--- src/design/lbc_pkg.sv ---
// Shared types and constants for the lamp blink classifier.
package lbc_pkg;

   localparam int WINDOW_DEFAULT = 8;
   localparam int LAMPS = 3;
   localparam int VIS_WIDTH = 12;
   localparam int MISS_WIDTH = 8;
   localparam int LIMIT_WIDTH = 8;
   localparam int CSR_INDEX_WIDTH = 2;
   localparam int CSR_DATA_WIDTH = 8;

   localparam logic [LIMIT_WIDTH-1:0] UNSEEN_FAR_RESET = 8'd17;
   localparam logic [LIMIT_WIDTH-1:0] UNSEEN_NEAR_RESET = 8'd2;

   localparam logic [CSR_INDEX_WIDTH-1:0] CSR_UNSEEN_FAR = 2'd0;
   localparam logic [CSR_INDEX_WIDTH-1:0] CSR_UNSEEN_NEAR = 2'd1;

   localparam logic OP_OBSERVED = 1'b0;
   localparam logic OP_UNSEEN = 1'b1;

   localparam logic signed [VIS_WIDTH-1:0] VIS_MAX = 12'sd2047;
   localparam logic signed [VIS_WIDTH-1:0] VIS_MIN = -12'sd2048;

   typedef enum logic [1:0] {
      LAMP_UNKNOWN = 2'd0,
      LAMP_OFF = 2'd1,
      LAMP_ON = 2'd2,
      LAMP_BLINK = 2'd3
   } lamp_state_type;

   typedef struct packed {
      lamp_state_type red;
      lamp_state_type yellow;
      lamp_state_type green;
      logic signed [VIS_WIDTH-1:0] visibility;
      logic ready;
   } rsp_type;

endpackage

--- src/design/lbc_lane.sv ---
// One lamp lane: lit window, running majority vote and vote-change count.
module lbc_lane
   import lbc_pkg::*;
#(
   parameter int WINDOW = WINDOW_DEFAULT
) (
   input  logic clock,
   input  logic reset,
   input  logic step,
   input  logic lit,
   output lamp_state_type state_next
);

   localparam int VOTES = 2 * WINDOW;
   localparam int WFW = $clog2(WINDOW + 1);
   localparam int VFW = $clog2(VOTES + 1);
   localparam int CW = $clog2(VOTES);

   // bit 0 is the newest entry
   logic [WINDOW-1:0] win_ff, win_in;
   logic [VOTES-1:0] votes_ff, votes_in;
   logic [WFW-1:0] wfill_ff, wfill_in, ones_ff, ones_in;
   logic [VFW-1:0] vfill_ff, vfill_in;
   logic [CW-1:0] chg_ff, chg_in;
   logic win_full, vote_full, vote;
   logic chg_add, chg_sub;
   logic [WFW:0] twice_ones, fill_ext;

   always_comb begin
      win_full = (wfill_ff == WFW'(WINDOW));
      vote_full = (vfill_ff == VFW'(VOTES));
      win_in = (win_ff << 1) | WINDOW'(lit);
      wfill_in = win_full ? wfill_ff : wfill_ff + WFW'(1);
      vfill_in = vote_full ? vfill_ff : vfill_ff + VFW'(1);
      ones_in = ones_ff + WFW'(lit) - WFW'(win_full & win_ff[WINDOW-1]);

      // sum of +1/-1 over the window is 2*ones - fill
      twice_ones = {ones_in, 1'b0};
      fill_ext = {1'b0, wfill_in};
      priority if (twice_ones > fill_ext) begin
         vote = 1'b1;
      end else if (twice_ones < fill_ext) begin
         vote = 1'b0;
      end else begin
         vote = votes_ff[0];
      end

      votes_in = (votes_ff << 1) | VOTES'(vote);
      chg_add = (vfill_ff != '0) && (votes_ff[0] != vote);
      chg_sub = vote_full && (votes_ff[VOTES-1] != votes_ff[VOTES-2]);
      chg_in = chg_ff + CW'(chg_add) - CW'(chg_sub);

      priority if (vfill_in != VFW'(VOTES)) begin
         state_next = LAMP_UNKNOWN;
      end else if (chg_in > CW'(1)) begin
         state_next = LAMP_BLINK;
      end else if (vote) begin
         state_next = LAMP_ON;
      end else begin
         state_next = LAMP_OFF;
      end
   end

   always_ff @(posedge clock) begin
      if (reset) begin
         win_ff <= '0;
         votes_ff <= '0;
         wfill_ff <= '0;
         vfill_ff <= '0;
         ones_ff <= '0;
         chg_ff <= '0;
      end else if (step) begin
         win_ff <= win_in;
         votes_ff <= votes_in;
         wfill_ff <= wfill_in;
         vfill_ff <= vfill_in;
         ones_ff <= ones_in;
         chg_ff <= chg_in;
      end
   end

endmodule

--- src/design/lbc_merge.sv ---
// Merge stage: lamp state register, visibility count, miss count and ready.
module lbc_merge
   import lbc_pkg::*;
#(
   parameter int WINDOW = WINDOW_DEFAULT
) (
   input  logic clock,
   input  logic reset,
   input  logic step,
   input  logic operation,
   input  logic laser_overlap,
   input  logic [LIMIT_WIDTH-1:0] limit_far,
   input  logic [LIMIT_WIDTH-1:0] limit_near,
   input  lamp_state_type lane_state [LAMPS],
   output rsp_type result
);

   localparam logic signed [VIS_WIDTH-1:0] READY_LEVEL = VIS_WIDTH'(2 * WINDOW);

   lamp_state_type lamp_ff [LAMPS];
   lamp_state_type lamp_in [LAMPS];
   logic signed [VIS_WIDTH-1:0] vis_ff, vis_in;
   logic [MISS_WIDTH-1:0] miss_ff, miss_in, miss_inc;
   logic ready_ff, ready_in;
   logic drop, all_off, any_unknown, any_changed;

   function automatic logic signed [VIS_WIDTH-1:0] vis_drop(
      input logic signed [VIS_WIDTH-1:0] v);
      logic signed [VIS_WIDTH-1:0] r;
      if (v >= 0) r = -12'sd1;
      else if (v != VIS_MIN) r = v - 12'sd1;
      else r = v;
      return r;
   endfunction

   function automatic logic signed [VIS_WIDTH-1:0] vis_rise(
      input logic signed [VIS_WIDTH-1:0] v);
      logic signed [VIS_WIDTH-1:0] r;
      if (v < 0) r = 12'sd1;
      else if (v != VIS_MAX) r = v + 12'sd1;
      else r = v;
      return r;
   endfunction

   always_comb begin
      all_off = 1'b1;
      any_unknown = 1'b0;
      any_changed = 1'b0;
      for (int i = 0; i < LAMPS; i++) begin
         all_off = all_off && (lane_state[i] == LAMP_OFF);
         any_unknown = any_unknown || (lane_state[i] == LAMP_UNKNOWN);
         any_changed = any_changed ||
            ((lamp_ff[i] != LAMP_UNKNOWN) && (lane_state[i] != lamp_ff[i]));
      end
      miss_inc = (miss_ff == '1) ? miss_ff : miss_ff + MISS_WIDTH'(1);

      lamp_in = lamp_ff;
      vis_in = vis_ff;
      miss_in = miss_ff;
      ready_in = ready_ff;
      drop = 1'b0;
      unique case (operation)
         OP_OBSERVED: begin
            drop = all_off || any_unknown || any_changed;
            lamp_in = lane_state;
            miss_in = '0;
            vis_in = drop ? vis_drop(vis_ff) : vis_rise(vis_ff);
            ready_in = (vis_in >= READY_LEVEL);
         end
         OP_UNSEEN: begin
            miss_in = miss_inc;
            drop = (miss_inc > limit_far) || (!laser_overlap && (miss_inc > limit_near));
            if (drop) begin
               vis_in = vis_drop(vis_ff);
               ready_in = 1'b0;
            end
         end
         default: begin
         end
      endcase

      result.red = lamp_in[0];
      result.yellow = lamp_in[1];
      result.green = lamp_in[2];
      result.visibility = vis_in;
      result.ready = ready_in;
   end

   always_ff @(posedge clock) begin
      if (reset) begin
         for (int i = 0; i < LAMPS; i++) lamp_ff[i] <= LAMP_UNKNOWN;
         vis_ff <= -12'sd1;
         miss_ff <= '0;
         ready_ff <= 1'b0;
      end else if (step) begin
         lamp_ff <= lamp_in;
         vis_ff <= vis_in;
         miss_ff <= miss_in;
         ready_ff <= ready_in;
      end
   end

endmodule

--- src/design/lamp_blink_classifier_unit.sv ---
// Top level of the lamp blink classifier: config, lanes, merge, output buffer.
// Accepted results are written to the output buffer and shown on rsp_ in order.
// Throughput: one item per cycle unless stalled; lanes step only on observed items.
// A two-entry output buffer lets input transfers continue while one result waits.
// Reset (synchronous) clears all lamp history, sets visibility to -1 and
// restores the miss limits to 17 and 2; no clearing pass follows.
module lamp_blink_classifier_unit
   import lbc_pkg::*;
#(
   parameter int WINDOW = WINDOW_DEFAULT
) (
   input  logic clock,
   input  logic reset,
   input  logic req_valid,
   output logic req_stall,
   input  logic req_operation,
   input  logic req_red_lit,
   input  logic req_yellow_lit,
   input  logic req_green_lit,
   input  logic req_laser_overlap,
   output logic rsp_valid,
   input  logic rsp_stall,
   output logic [1:0] rsp_red_state,
   output logic [1:0] rsp_yellow_state,
   output logic [1:0] rsp_green_state,
   output logic signed [VIS_WIDTH-1:0] rsp_visibility_level,
   output logic rsp_ready_flag,
   input  logic csr_write_enable,
   input  logic [CSR_INDEX_WIDTH-1:0] csr_index,
   input  logic [CSR_DATA_WIDTH-1:0] csr_write_data
);

   logic [LIMIT_WIDTH-1:0] limit_far_ff, limit_near_ff;
   logic accept, lane_step, pop;
   lamp_state_type lane_state [LAMPS];
   logic lane_lit [LAMPS];
   rsp_type result;
   rsp_type buf_ff [2];
   logic rd_ptr_ff, wr_ptr_ff;
   logic [1:0] count_ff;

   always_ff @(posedge clock) begin
      if (reset) begin
         limit_far_ff <= UNSEEN_FAR_RESET;
         limit_near_ff <= UNSEEN_NEAR_RESET;
      end else if (csr_write_enable) begin
         unique case (csr_index)
            CSR_UNSEEN_FAR: limit_far_ff <= csr_write_data;
            CSR_UNSEEN_NEAR: limit_near_ff <= csr_write_data;
            default: begin
            end
         endcase
      end
   end

   assign req_stall = (count_ff == 2'd2);
   assign accept = req_valid && !req_stall;
   assign lane_step = accept && (req_operation == OP_OBSERVED);
   assign pop = rsp_valid && !rsp_stall;

   assign lane_lit[0] = req_red_lit;
   assign lane_lit[1] = req_yellow_lit;
   assign lane_lit[2] = req_green_lit;

   for (genvar g = 0; g < LAMPS; g++) begin : g_lane
      lbc_lane #(.WINDOW(WINDOW)) u_lane (
         .clock(clock),
         .reset(reset),
         .step(lane_step),
         .lit(lane_lit[g]),
         .state_next(lane_state[g])
      );
   end

   lbc_merge #(.WINDOW(WINDOW)) u_merge (
      .clock(clock),
      .reset(reset),
      .step(accept),
      .operation(req_operation),
      .laser_overlap(req_laser_overlap),
      .limit_far(limit_far_ff),
      .limit_near(limit_near_ff),
      .lane_state(lane_state),
      .result(result)
   );

   always_ff @(posedge clock) begin
      if (accept) buf_ff[wr_ptr_ff] <= result;
   end

   always_ff @(posedge clock) begin
      if (reset) begin
         rd_ptr_ff <= 1'b0;
         wr_ptr_ff <= 1'b0;
         count_ff <= 2'd0;
      end else begin
         if (accept) wr_ptr_ff <= ~wr_ptr_ff;
         if (pop) rd_ptr_ff <= ~rd_ptr_ff;
         count_ff <= count_ff + 2'(accept) - 2'(pop);
      end
   end

   assign rsp_valid = (count_ff != 2'd0);
   assign rsp_red_state = buf_ff[rd_ptr_ff].red;
   assign rsp_yellow_state = buf_ff[rd_ptr_ff].yellow;
   assign rsp_green_state = buf_ff[rd_ptr_ff].green;
   assign rsp_visibility_level = buf_ff[rd_ptr_ff].visibility;
   assign rsp_ready_flag = buf_ff[rd_ptr_ff].ready;

endmodule

--- config.mk ---
export PLATFORM = sky130hd
export DESIGN_NAME = lamp_blink_classifier_unit
export DESIGN_NICKNAME = d
export VERILOG_FILES = /design/src/design/lbc_pkg.sv /design/src/design/lbc_lane.sv /design/src/design/lbc_merge.sv /design/src/design/lamp_blink_classifier_unit.sv
export SDC_FILE = /design/constraint.sdc
export NUM_CORES = 1
export LEC_CHECK = 0
export ABC_AREA = 1
export BUFFER_PORTS_ARGS = -buffer_cell sky130_fd_sc_hd__buf_2
export CORE_MARGIN = 2
export CORE_UTILIZATION = 50
export CTS_CLUSTER_SIZE = 40
export DETAILED_ROUTE_END_ITERATION = 8
export PLACE_DENSITY_LB_ADDON = 0.08
export SLEW_MARGIN = 20
export SYNTH_ARGS = -nofsm -noshare
export SYNTH_HDL_FRONTEND = slang
export SYNTH_HIERARCHICAL = 1
export SYNTH_SLANG_ARGS = --single-unit
--- constraint.sdc ---
create_clock -name clock -period 5.1 [get_ports clock]
set_input_delay 0 -clock clock [delete_from_list [all_inputs] [get_ports clock]]
set_output_delay 0 -clock clock [all_outputs]
set_load 0.02 [all_outputs]
# Yosys cells after proc, flatten, opt, wreduce, memory -nomap -nowiden
# Memories as Yosys holds them, arrays and structs flattened. A register that Yosys moved wholly into a read port is not among the register bits.
# Index checks and enable logic that the tools add are counted.
dict set report totals {
  elab_cells 182
  n_memories 1
  regBits 170
  ram_bits 38
}
dict set report classes {
  n_eq_ne 26
  magnitude_cmp 14
  n_addsub 23
  bitwise_logic 12
  n_reduce_logical 38
  muxes 39
}
# name words width read_ports rd_ports_with_merged_regs wr line_no
set mem_list {}
lappend mem_list {buf_ff 2 19 1 1 1 lamp_blink_classifier_unit.sv:38} ;# rsp_type buf_ff [2];
# op count
set ops {}
lappend ops {{two-way mux 12 bit} 8}
lappend ops {{bitwise OR 16 x 1 -> 16 bit} 3}
lappend ops {{adder 4 x 1 -> 4 bit} 6}
lappend ops {{inequality test 12 bit (second input constant)} 2}
lappend ops {{bitwise OR 8 x 1 -> 8 bit} 3}
lappend ops {{one-hot mux 12 bit (2 select lines)} 1}
lappend ops {{two-way mux 2 bit} 9}
lappend ops {{> comparator 8 bit} 2}
lappend ops {{one-hot mux 8 bit (2 select lines)} 1}
lappend ops {{adder 5 x 1 -> 5 bit (second input constant)} 3}
lappend ops {{== test 5 bit (second input constant)} 3}
lappend ops {{> comparator 5 x 4 -> 1 bit} 3}
lappend ops {{logical AND 1 bit} 15}
lappend ops {{less-than comparator 5 x 4 -> 1 bit} 3}
lappend ops {{two-way mux 5 bit} 3}
lappend ops {{inequality test 5 bit (second input constant)} 3}
lappend ops {{nonzero test 5 bit} 3}
lappend ops {{adder 12 x 2 -> 12 bit (second input constant)} 1}
lappend ops {{adder 4 x 1 -> 4 bit (second input constant)} 3}
lappend ops {{== test 4 bit (second input constant)} 3}
lappend ops {{greater-or-equal comparator 12 x 1 -> 1 bit (second input constant)} 1}
lappend ops {{greater-or-equal comparator 12 x 6 -> 1 bit (second input constant)} 1}
lappend ops {{> comparator 4 x 1 -> 1 bit (second input constant)} 3}
lappend ops {{less-than comparator 12 x 1 -> 1 bit (second input constant)} 1}
lappend ops {{other kinds (23)} 68}

# Logic depth before layout (Yosys ltp)
dict set report logic_depth {
  word_depth 21
  ltp_mapped 43
  ltp_nobuf 42
}

# By module
# The synthesis kept the hierarchy.
# mod seq_area_each_um2 cells_per_inst area_each_um2 n_inst
set by_module_without_submodules {}
lappend by_module_without_submodules {lbc_lane 820.8 285 2118.3 3}
lappend by_module_without_submodules {lbc_merge 540.5 495 2885.3 1}
lappend by_module_without_submodules {lamp_blink_classifier_unit 1561.5 199 2346.0 1}

# Worst setup path after synthesis
# Ideal clock, no wire load.
dict set report synth_timing {
  kind {register -> register}
  start {register g_lane[0].u_lane.wfill_ff[0]}
  end {memory buf_ff[0][0] (netlist bit) (data pin)}
  slack_ns 0.050
  period_less_slack_ns 5.050
  stages_incl_launch_ff 39
  path_buffers 2
  setup_time_ns 0.252
  arrival_time_ns 4.798
  required_ns 4.848
  path_cell_list {dfxtp_1 -> inv_1 -> ha_1 -> nand3_1 -> nor2_1 -> ha_1 -> inv_1 -> ha_1 -> a21oi_1 -> xnor2_1 -> ha_1 -> inv_1 -> nor2_1 -> nand3_1 -> nand2_1 -> nand3_2 -> nand2_1 -> nand2_1 -> (+3 left out) -> fa_1 -> xnor2_1 -> nand4_1 -> nor2_1 -> nor2_1 -> inv_2 -> o21ai_1 -> nand3_1 -> nor2_2 -> nand2_2 -> buf_6 -> a21oi_4 -> nand2_1 -> nor2_1 -> nand2_1 -> nand2_1 -> nand2_1 -> buf_4}
}
# item line_no
set synth_rtl {}
lappend synth_rtl {{start: declaration} lbc_lane.sv:22} ;# logic [WFW-1:0] wfill_ff, wfill_in, ones_ff, ones_in;
lappend synth_rtl {{start signal: assignment} lbc_lane.sv:75} ;# wfill_ff <= wfill_in;
lappend synth_rtl {{end: declaration} lamp_blink_classifier_unit.sv:38}

==> results.cfg <==
[drt]
ant_nets = 0
drc = 0
first_iter_violations = 503
drt-total-wl_um = 24700
vias = 9790
vias_per_cell = 5.06
drtPass1Iterations = 5
avgRoutedWirePerCell_um = 12.8

[setup_path]
slowest_stage = fa_2
path_class = reg2reg
cp_slowest_stage_delay_ns = 0.43
crit_fanout = 6
cp-start-kind = flop
critical_path_buf_inv_count = 6
cp_top_family = simple AND/OR/NAND/NOR gates
cp-end-kind = flop
cpMostUsedCell = nand2_1
crit_arrival_ns = 5.25
required_ns = 5.36

[clock_tree]
clock_path_buffers = 3
clock-sinks = 209
cts.reportedPaths.clkPinSlew_ns = 0.06
cts_max_level = 1
insertion_delay_ns = 0.52
tritoncts = yes
cts-root-buf = clkbuf_16
cts_made_buffers = 24

[timing]
worst_slew_pin_slew_ns = 1.08
slew_violations = 0
hold_viol = 0
max-slew-margin-rel_pct = 27.7
fin_crit_sh_pct = 97.8
fmax_ghz = 0.200
period_minus_slack_ns = 4.99
setup_viol = 0
rsz0062_at_grt = yes
setup_ws_ns = 0.111
clock-skew-final_ns = 0.0145

[logic_synthesis]
synth_edf_count = 38
synthFlopType = dfxtp_1
ys_seq_area_share_pct = 39.4
synthMuxAreaShare_pct = 1.94
synth-compound-area-share_pct = 13.8
synth_area_leaders = dfxtp_1, edfxtp_1, nand2_1
ys_types = 44
synthAdderAreaFrac_pct = 8.08
synth_cells = 1549
synth_top_family_by_area = simple AND/OR/NAND/NOR gates
syn_area_per_cell_um2 = 7.48
synth-async-reset-ratio_pct = 0
synth_top_area_share_pct = 29.5
syn_nets = 1642
yosysWarnings = 6
synth_simple_gate_area_share_pct = 24.2
ys_ff_latch = 209
synth_xor_area_share_pct = 2.80
synth_area_um2 = 11600
synth_top_cell_by_area = dfxtp_1

[die]
core_area_um2 = 22700
rows = 55
start_util_pct = 51.0
die_h_um = 156
io_pins = 41
die_w_um = 156
die-area_um2 = 24400

[cells_and_area]
diodes = 0
syn_to_final_growth_pct = 18.6
fillCellCount = 2095
drive_gt1_share_pct = 17.2
final_cells = 1933
fin_util_pct = 60.5
final_nets = 1723

[global_route]
grt_max_degree = 53
overflow = 0
grt_usage_pct = 20.4
antenna_found_initial = 0
grt_pass1_vias = 9163
grt_pass1_wl_um = 42200

[placement]
dp_slack_ns = -0.245
hpwl_um = 15500
gp_congestion = 0.895
placed_cells = 1846
io_buffer_count = 40

[power_and_ir_drop]
power.density_nw_per_um2 = 428
p_leak_nw = 6.33
peakVddDrop_uv = 221

[run_status]
run_status = complete, no violations

[min_path]
hold_class = in2reg

[flow_run]
drv_cap = 0
registers in the layout, summed over array words and instances (netlist names), named ones only:
signal	flops
wr_ptr_ff	1
g_lane.u_lane/ones_ff	12
u_merge/vis_ff	12
rd_ptr_ff	1
u_merge/miss_ff	8
g_lane.u_lane/win_ff	24
count_ff	2
u_merge/lamp_ff	6
g_lane.u_lane/wfill_ff	12
limit_near_ff	8
g_lane.u_lane/chg_ff	12
buf_ff	38
g_lane.u_lane/votes_ff	48
limit_far_ff	8
u_merge/ready_ff	1
g_lane.u_lane/vfill_ff	15
cells in the final DEF, fill, tap and decap left out, types with 9 or more instances in the layout:
| master | Yosys | layout |
|---|---|---|
| nand2_1 | 259 | 248 |
| nor2_1 | 232 | 220 |
| inv_1 | 188 | 171 |
| dfxtp_1 | 171 | 169 |
| o21ai_0 | 155 | 149 |
| a21oi_1 | 110 | 106 |
| nand3_1 | 86 | 77 |
| ha_1 | 70 | 56 |
| buf_4 | 4 | 42 |
| buf_2 | 13 | 40 |
| edfxtp_1 | 38 | 38 |
| dlygate4sd3_1 | 0 | 35 |
| clkbuf_16 | 0 | 27 |
| inv_2 | 11 | 27 |
| xor2_1 | 23 | 22 |
| mux2_2 | 20 | 20 |
| nand4_1 | 17 | 17 |
| nand3_2 | 8 | 17 |
| nand2_2 | 5 | 14 |
| nor2_4 | 7 | 13 |
| o211ai_1 | 12 | 12 |
| nor2_2 | 5 | 11 |
| xnor2_1 | 14 | 9 |
what timing repair did:
action,4_1_cts,5_1_grt
gates resized for setup,27,87
setup buffers,2,6
gates cloned,0,0
endpoints found under the setup margin,32,39
endpoints found under the hold margin,31,0
pin swaps,10,64
hold buffers,35,0
through the flow:
stage	instance area, um^2	setup TNS (ns)	hold slack [ns]	total power, mW
floorplan	11600	0	0.0712	3.43
global placement	12100	-1.30	0.237	3.81
detailed placement	12100	-3.95	0.251	3.84
CTS	13400	0	0.0264	5.79
global route	13700	-4.83	0.0733	6.29
finish	13700	0	0.0521	5.87
metal layers:
layer,vias to the layer above,track usage [%],wire (um)
met2,135,34.8,11400
li1,5203,-,-
met1,4420,27.5,12000
met5,-,0,0
met3,32,2.77,907
met4,0,4.72,371
path summary, 6_finish.rpt:
| check | depth (start not counted) | startpoint | slack, ns | end |
|---|---|---|---|---|
| worst max-delay path | 38 | g_lane[0].u_lane/wfill_ff[0] | 0.11 | buf_ff[0][0] |
| worst min register to register | 2 | limit_far_ff[4] | 0.46 | limit_far_ff[4] |
| worst min-delay path | 4 | req_operation | 0.05 | u_merge/vis_ff[11] |
| worst max register to register | 38 | g_lane[0].u_lane/wfill_ff[0] | 0.11 | buf_ff[0][0] |
cell usage after synthesis (5+ instances only):
cell type  number
a21oi_1       110
and2_1          8
buf_2          13
buf_6          10
clkbuf_1       37
dfxtp_1       171
edfxtp_1       38
ha_1           70
inv_1         188
inv_2          11
mux2_2         20
nand2_1       259
nand2_2         5
nand3_1        86
nand3_2         8
nand3_4         6
nand4_1        17
nor2_1        232
nor2_2          5
nor2_4          7
o211ai_1       12
o21ai_0       155
xnor2_1        14
xor2_1         23
power breakdown:
group,switching [mW],leakage (nW),internal (mW)
sequential,0.198,1.75,1.96
combinational,1.11,4.15,0.755
clock,0.684,0.424,1.17
worst reg2reg max path: cells and delay by family, from the launching register on:
family                   cells  cell delay, ns
AND/OR/NAND/NOR             23            1.86
adder cells (fa/ha/maj)      7            1.74
buffers and inverters        6            0.52
flip-flops                   1            0.31
XOR/XNOR                     1            0.18
AO/OA/AOI/OAI                1            0.12
cell families (layout without fill, tap and decap cells):
| group | count (synthesis) | in the layout |
|---|---|---|
| AND/OR/NAND/NOR | 641 | 641 |
| AO/OA/AOI/OAI | 301 | 301 |
| buffers and inverters | 268 | 367 |
| flip-flops | 209 | 209 |
| adder cells (fa/ha/maj) | 73 | 73 |
| XOR/XNOR | 37 | 37 |
| multiplexers | 20 | 20 |
final cells by class:
| class | instances | area (um^2) | area share [%] |
|---|---|---|---|
| well taps | 285 | 357 | 2.60 |
| inverters | 201 | 754 | 5.49 |
| multi-input cells | 1072 | 6270 | 45.7 |
| clock inverters | 12 | 160 | 1.17 |
| clock buffers | 32 | 704 | 5.13 |
| flip-flops and latches | 209 | 4570 | 33.2 |
| repair buffers | 122 | 922 | 6.71 |
(Power assumes the default switching activity.)
